==> config.mk <==
export PLATFORM = sky130hd
export DESIGN_NAME = mqpd_row
export DESIGN_NICKNAME = d
export VERILOG_FILES = /design/src/rtl/mqpd_pkg.sv /design/src/rtl/mqpd_cell.sv /design/src/rtl/mqpd_row.sv
export SDC_FILE = /design/constraint.sdc
export NUM_CORES = 1
export LEC_CHECK = 0
export BUFFER_PORTS_ARGS = -buffer_cell sky130_fd_sc_hd__clkbuf_2
export CORE_MARGIN = 4
export CORE_UTILIZATION = 28
export CTS_CLUSTER_SIZE = 40
export DETAILED_ROUTE_END_ITERATION = 6
export PLACE_DENSITY_LB_ADDON = 0.1
export SLEW_MARGIN = 5
export SYNTH_ARGS = -nofsm -noshare
export SYNTH_HDL_FRONTEND = slang
export SYNTH_SLANG_ARGS = --single-unit
==> constraint.sdc <==
create_clock -name clk -period 2.6 [get_ports clk]
set_clock_uncertainty 0.05 [all_clocks]
set_input_delay 0.52 -clock clk [delete_from_list [all_inputs] [get_ports clk]]
set_output_delay 0.52 -clock clk [all_outputs]
set_load 0.1 [all_outputs]
==> src/rtl/mqpd_pkg.sv <==
package mqpd_pkg;

	localparam int OPCODE_W = 1;
	localparam int QID_W    = 3;
	localparam int PRIO_W   = 4;
	localparam int OUT_DOC_W = 16;
	localparam int QSLOTS   = 1 << QID_W;

	localparam logic [OPCODE_W-1:0] OP_INSERT = 1'b0;
	localparam logic [OPCODE_W-1:0] OP_REMOVE = 1'b1;

	typedef struct packed {
		logic              ins;
		logic              rem;
		logic [PRIO_W-1:0] prio;
	} cmd_t;

endpackage

==> src/rtl/mqpd_cell.sv <==
module mqpd_cell #(
	parameter int DOC_W = 16
) (
	input  logic                          clk,
	input  logic                          arst_n,
	input  mqpd_pkg::cmd_t                cmd,
	input  logic [DOC_W-1:0]              new_doc,
	input  logic                          left_ge,
	input  logic                          left_valid,
	input  logic [mqpd_pkg::PRIO_W-1:0]   left_prio,
	input  logic [DOC_W-1:0]              left_doc,
	input  logic                          right_valid,
	input  logic [mqpd_pkg::PRIO_W-1:0]   right_prio,
	input  logic [DOC_W-1:0]              right_doc,
	output logic                          ge,
	output logic                          valid,
	output logic [mqpd_pkg::PRIO_W-1:0]   prio,
	output logic [DOC_W-1:0]              doc
);

	logic                        valid_q;
	logic [mqpd_pkg::PRIO_W-1:0] prio_q;
	logic [DOC_W-1:0]            doc_q;

	// entries are sorted, so ge is a prefix along the row
	assign ge    = valid_q && (prio_q >= cmd.prio);
	assign valid = valid_q;
	assign prio  = prio_q;
	assign doc   = doc_q;

	always_ff @(posedge clk or negedge arst_n) begin
		if (!arst_n) begin
			valid_q <= 1'b0;
		end else if (cmd.ins && !ge) begin
			valid_q <= left_ge ? 1'b1 : left_valid;
		end else if (cmd.rem) begin
			valid_q <= right_valid;
		end
	end

	always_ff @(posedge clk) begin
		if (cmd.ins && !ge) begin
			if (left_ge) begin
				prio_q <= cmd.prio;
				doc_q  <= new_doc;
			end else begin
				prio_q <= left_prio;
				doc_q  <= left_doc;
			end
		end else if (cmd.rem) begin
			prio_q <= right_prio;
			doc_q  <= right_doc;
		end
	end

endmodule

==> src/rtl/mqpd_row.sv <==
module mqpd_row #(
	parameter int DEPTH = 16,
	parameter int DOC_W = 16
) (
	input  logic             clk,
	input  logic             arst_n,
	input  mqpd_pkg::cmd_t   cmd,
	input  logic [DOC_W-1:0] new_doc,
	output logic             head_valid,
	output logic [DOC_W-1:0] head_doc
);

	logic                        ge    [DEPTH];
	logic                        valid [DEPTH];
	logic [mqpd_pkg::PRIO_W-1:0] prio  [DEPTH];
	logic [DOC_W-1:0]            doc   [DEPTH];
	mqpd_pkg::cmd_t              cell_cmd;

	// insert into a full queue is dropped
	always_comb begin
		cell_cmd     = cmd;
		cell_cmd.ins = cmd.ins && !valid[DEPTH-1];
		cell_cmd.rem = cmd.rem && valid[0];
	end

	for (genvar k = 0; k < DEPTH; k++) begin : g_cell
		logic                        l_ge;
		logic                        l_valid;
		logic [mqpd_pkg::PRIO_W-1:0] l_prio;
		logic [DOC_W-1:0]            l_doc;
		logic                        r_valid;
		logic [mqpd_pkg::PRIO_W-1:0] r_prio;
		logic [DOC_W-1:0]            r_doc;

		if (k == 0) begin : g_first
			assign l_ge    = 1'b1;
			assign l_valid = 1'b1;
			assign l_prio  = '0;
			assign l_doc   = '0;
		end else begin : g_mid
			assign l_ge    = ge[k-1];
			assign l_valid = valid[k-1];
			assign l_prio  = prio[k-1];
			assign l_doc   = doc[k-1];
		end

		if (k == DEPTH-1) begin : g_last
			assign r_valid = 1'b0;
			assign r_prio  = '0;
			assign r_doc   = '0;
		end else begin : g_inner
			assign r_valid = valid[k+1];
			assign r_prio  = prio[k+1];
			assign r_doc   = doc[k+1];
		end

		mqpd_cell #(
			.DOC_W(DOC_W)
		) u_cell (
			.clk        (clk),
			.arst_n     (arst_n),
			.cmd        (cell_cmd),
			.new_doc    (new_doc),
			.left_ge    (l_ge),
			.left_valid (l_valid),
			.left_prio  (l_prio),
			.left_doc   (l_doc),
			.right_valid(r_valid),
			.right_prio (r_prio),
			.right_doc  (r_doc),
			.ge         (ge[k]),
			.valid      (valid[k]),
			.prio       (prio[k]),
			.doc        (doc[k])
		);
	end

	assign head_valid = valid[0];
	assign head_doc   = doc[0];

endmodule

# After elaboration in Yosys (flattened, before gate mapping)
# Index checks and enable logic that the tools add are counted.
op_classes:
  magnitude_cmp: 16
  n_mux: 141
  reduce_logical: 67
ops:
  columns: ["cell", "n"]
  rows:
  - ["$mux W16", 47]
  - ["$mux W4", 47]
  - ["$ge A4 B4 Y1", 16]
  - ["$mux W1", 47]
  - ["$logic_and A1 B1 Y1", 34]
  - ["$reduce_bool A2 Y1", 16]
  - ["$logic_not A1 Y1", 17]
totals:
  register_bits: 336
  inputBits: 24

# Longest topological paths before layout
logic_depth:
  word_depth: 5
  depth_mapped: 10
  mapped_depth_nobuf: 7

# Hierarchy
# From an unflattened synthesis, not the netlist that was laid out.
hier_totals:
  hier_cells: 1332
  hier_area_um2: 21307.9
by_module_without_submodules:
  columns: ["module", "cells_per_inst", "area_each_um2", "instances"]
  rows:
  - ["mqpd_cell", 83, 1330.0, 16]
  - ["mqpd_row", 4, 27.5, 1]

# Least setup slack after synthesis
# Ideal clock, no wire load.
synth_timing:
  kind: "input port to flip-flop"
  start: "input port cmd[3] (netlist name)"
  end: "register g_cell[14].u_cell.doc_q[0] (enable)"
  stages: 9
  arrival_time_ps: 2920
  setup_slack_ps: -750
  setup_time_ps: 380
  path_cell_list: "clkbuf_1 > clkbuf_1 > inv_1 > ha_1 > a21oi_1 > o21ai_1 > a21oi_2 > buf_6 > nand2b_1"
synth_via:
  elab_chain_len: 5
synth_lines:
  columns: ["element", "line", "rtl"]
  rows:
  - ["start: declaration", "mqpd_row.sv:7", "input mqpd_pkg::cmd_t cmd,"]
  - ["$ge A4 B4 Y1", "mqpd_cell.sv:26", "assign ge = valid_q && (prio_q >= cmd.prio);"]
  - ["$logic_and A1 B1 Y1", "mqpd_cell.sv:26", null]
  - ["$logic_not A1 Y1", "mqpd_cell.sv:42", "if (cmd.ins && !ge) begin"]
  - ["$logic_and A1 B1 Y1", "mqpd_cell.sv:42", null]
  - ["$reduce_bool A2 Y1 (no line)", null, null]
  - ["end signal: assignment", "mqpd_cell.sv:45", "doc_q <= new_doc;"]
  - ["end signal: assignment", "mqpd_cell.sv:48", "doc_q <= left_doc;"]
  - ["end signal: assignment", "mqpd_cell.sv:52", "doc_q <= right_doc;"]
  - ["end: declaration", "mqpd_cell.sv:23", "logic [DOC_W-1:0] doc_q;"]
# Every way passes these cells.
# A chain may end at the register's enable or synchronous reset.

# Worst setup path in the final report
layout_timing:
  start: "register g_cell[13].u_cell.prio_q (netlist bit g_cell[13].u_cell.prio[0])"
  end: "register g_cell[14].u_cell.doc_q[11] (data pin)"
layout_via:
  elab_chain_len: 4
layout_lines:
  columns: ["element", "line", "rtl"]
  rows:
  - ["start: declaration", "mqpd_cell.sv:22", "logic [mqpd_pkg::PRIO_W-1:0] prio_q;"]
  - ["start signal: assignment", "mqpd_cell.sv:44", "prio_q <= cmd.prio;"]
  - ["start signal: assignment", "mqpd_cell.sv:47", "prio_q <= left_prio;"]
  - ["start signal: assignment", "mqpd_cell.sv:51", "prio_q <= right_prio;"]
  - ["$ge A4 B4 Y1", "mqpd_cell.sv:26", null]
  - ["$logic_and A1 B1 Y1", "mqpd_cell.sv:26", null]
  - ["$mux W16", "mqpd_cell.sv:43", "if (left_ge) begin"]
  - ["$mux W16", "mqpd_cell.sv:42", null]
# Every way passes these cells.

==> metrics.md <==
| Metric | Value |
|---|---|
| Core area | `64,800 um2` |
| Area of the mapped netlist | `18,400 um2` |
| Syn Nets | `1,685` |
| CP Cell Sequence | `inv_1 -> ha_1 -> nor3b_1 -> o21ai_2 -> nand2_2 -> buf_12 -> mux2_4 -> mux2_4` |
| Drt first pass iters | `4` |
| LEAKAGE | `9.65 nW` |
| Routing usage on met3 | `2.07%` |
| GRT Max-Usage Layer | `met2` |
| Total track usage | `13.7%` |
| Main synth FF type | `edfxtp_1` |
| WHS Endpoint | `g_cell[14].u_cell.valid$_DFFE_PN0P_` |
| TritonCTS clock tree | `done` |
| Final-report max-slew violation count | `0` |
| HP Start | `cmd[5]` |
| Post-Place Setup Slack | `-240 ps` |
| Setup CP Type | `reg2reg` |
| Min Tclk post-route | `2250 ps` |
| Layout Utilization | `34.1%` |
| Drt first-iter violations | `485` |
| Met2 usage | `23.8%` |
| Fraction of the yosys area taken by sequential cells | `54.3%` |
| Worst setup margin | `348 ps` |
| ANT cells | `0` |
| Crit path max-delay cell type | `edfxtp_1` |
| DRT Wirelength | `48.5 mm` |
| GPL Wtd Cong | `0.753` |
| Setup TNS | `0 ps` |
| Met1 usage | `18.1%` |
| Commonest cells after routing, fill and taps aside | `edfxtp_1 (320), a21oi_1 (279), mux2i_1 (272)` |
| Clock-pin slew on the worst setup and hold paths | `60 ps` |
| WP data arrival | `2520 ps` |
| Final ANT Viol Nets | `0` |
| CP max FO | `15` |
| Outcome | `completed` |
| Vias after detailed routing | `12,400` |
| CTS buffer count | `42` |
| Hpwl dp | `36.3 mm` |
| Critical path required time | `2860 ps` |
| Cell Pwr Density | `1420 nW/um2` |
| Layout area overhead | `19.8%` |
| R2r setup slk | `350 ps` |
| Max-slew headroom | `46.1%` |
| Final Hold Fails | `0` |
| Syn Area/Cell | `11.5 um2` |
| H-tree levels | `2` |
| Vias in the first global route | `13,900` |
| Maximum VDD drop | `451 uV` |
| FF+latch count, synth | `336` |
| Routed length per instance | `19.0 um` |
| Largest net degree at the start of global routing | `43` |
| Die Wd | `265 um` |
| Yosys warns | `0` |
| Drt drc | `0` |
| Num ports | `41` |
| Max frequency | `0.444 GHz` |
| Worst slew pin tran | `808 ps` |
| RSZ-0062 raised after global routing | `no` |
| Post-synth EDFFs | `320` |
| Clock Root Buffer | `clkbuf_16` |
| Port buffer count | `40` |
| Fin crit share | `86.6%` |
| Final setup vio count | `0` |
| CTS Buffer Depth | `3` |
| Post-CTS Resized | `0` |
| Reg-to-reg endpoint | `g_cell[14].u_cell.doc[11]$_DFFE_PP_` |
| Hold Crit Depth | `3` |
| Clock Latency Late Sink | `570 ps` |
| Crit-path leading delay family | `multiplexers` |
| R2r startpoint | `g_cell[13].u_cell.prio[0]$_DFFE_PP_` |
| Kind of end point of the critical path | `register` |
| Fraction of layout cells with a size suffix above 1 | `18.0%` |
| Max_cap viols | `0` |
| CP max stage delay | `460 ps` |
| Buf+Inv Stages, Crit Path | `2` |
| Net count, final | `1,751` |
| Most used cell, CP | `mux2_4` |
| Initial antenna violation count | `0` |
| Vias per inst | `4.86` |
| CTS sink count | `336` |
| First-pass GRT wire length | `77.8 mm` |
| Core Rows | `93` |
| Critical path startpoint category | `register` |
| Cell variety after synth | `30` |
| Min-delay worst type | `in2reg` |
| Syn Inst Count | `1,601` |
| Height of the die | `265 um` |
| Hold_ws | `220 ps` |
| Commonest non-fill, non-tap cell in the layout | `edfxtp_1` |
| Total congestion overflow | `0` |
| Initial Util | `28.4%` |
| Depth of the most critical reg-to-reg path | `8` |
| Synth async-reset ratio | `4.76%` |
| Die ar. | `70,000 um2` |
worst register-to-register path, delay by kind of cell, from the launching register on:
kind,cells,cell delay (ps)
flops,1,460
mux,2,580
buf+inv,2,270
compound gates,1,90
fa+ha+maj,1,220
simple gates,2,340
Yosys cell counts (5+ instances only):
cell type | count | area, um2
mux2_4 | 40 | 601
nand2_1 | 54 | 203
a21oi_2 | 9 | 78.8
mux2_2 | 19 | 214
inv_1 | 21 | 78.8
nand3_1 | 22 | 110
mux2i_1 | 272 | 2720
edfxtp_1 | 320 | 9610
buf_6 | 5 | 56.3
buf_2 | 53 | 265
a21oi_1 | 279 | 1400
nand2b_1 | 15 | 93.8
ha_1 | 60 | 751
o211ai_1 | 14 | 105
nor3b_1 | 13 | 97.6
clkbuf_1 | 59 | 221
buf_4 | 6 | 45.0
o21ai_0 | 67 | 335
nor2_1 | 242 | 908
dfrtp_1 | 16 | 400
logic make-up after synthesis:
logic type / Yosys count / synth area share (%)
muxes: 331 / 19.2
DFF: 336 / 54.3
adders and majority gates: 60 / 4.07
buffers and inverters: 144 / 3.62
AOI/OAI and AO/OA: 381 / 11.1
and+or+nand+nor: 349 / 7.76
flip-flops by register name (all words and copies together), names as in the netlist:
signal,flops
g_cell.u_cell.prio,64
g_cell.u_cell.valid,16
g_cell.u_cell.doc,256
layer usage:
metal / up-vias / share of wire [%]
li1: 6053 / -
met1: 6218 / 46
met2: 100 / 50
met3: 52 / 2.5
met4: 0 / 1.6
met5: - / 0
area by class of cell:
class | count | area [um2]
Clock buffer | 50 | 1100
Clock inverter | 26 | 328
Fill cell | 6531 | 42700
Inverter | 21 | 86.3
Multi-Input combinational cell | 1121 | 7880
Sequential cell | 336 | 10000
Tap cell | 855 | 1070
Timing Repair Buffer | 145 | 1600
power breakdown:
group / switching [mW] / leakage (nW) / total, mW / internal, mW
clock network: 2.42 / 0.700 / 6.14 / 3.73
registers: 1.99 / 3.30 / 12.3 / 10.3
logic: 7.35 / 5.65 / 12.9 / 5.50
timing repair:
| item | 4_1_cts | 5_1_grt |
|---|---|---|
| hold buffers | 1 | 0 |
| hold endpoints to repair | 16 | 0 |
| setup buffers | 0 | 0 |
| endpoints found under the setup margin | 0 | 0 |
metrics by stage:
stage	instances	power [mW]	area, um2
after global routing	2554	33.6	22100
after floorplan	1601	20.7	18600
after CTS	2554	31.9	22100
after global placement	2477	25.3	20600
after detailed placement	2477	25.6	20600
final	2554	31.3	22100
how the worst max path moves through the flow:
stage	from	to	slack, ps	depth (start not counted)
floorplan	cmd[3]	g_cell[14].u_cell.doc[10]$_DFFE_PP_	20	10
global placement	cmd[0]	g_cell[8].u_cell.doc[9]$_DFFE_PP_	-260	10
detailed placement	cmd[0]	g_cell[8].u_cell.doc[13]$_DFFE_PP_	-240	10
CTS	g_cell[15].u_cell.valid$_DFFE_PN0P_	g_cell[0].u_cell.prio[1]$_DFFE_PP_	220	6
global route	g_cell[0].u_cell.prio[0]$_DFFE_PP_	g_cell[0].u_cell.prio[1]$_DFFE_PP_	140	9
finish	g_cell[13].u_cell.prio[0]$_DFFE_PP_	g_cell[14].u_cell.doc[11]$_DFFE_PP_	350	8
Power figures use the tool's default switching activity.
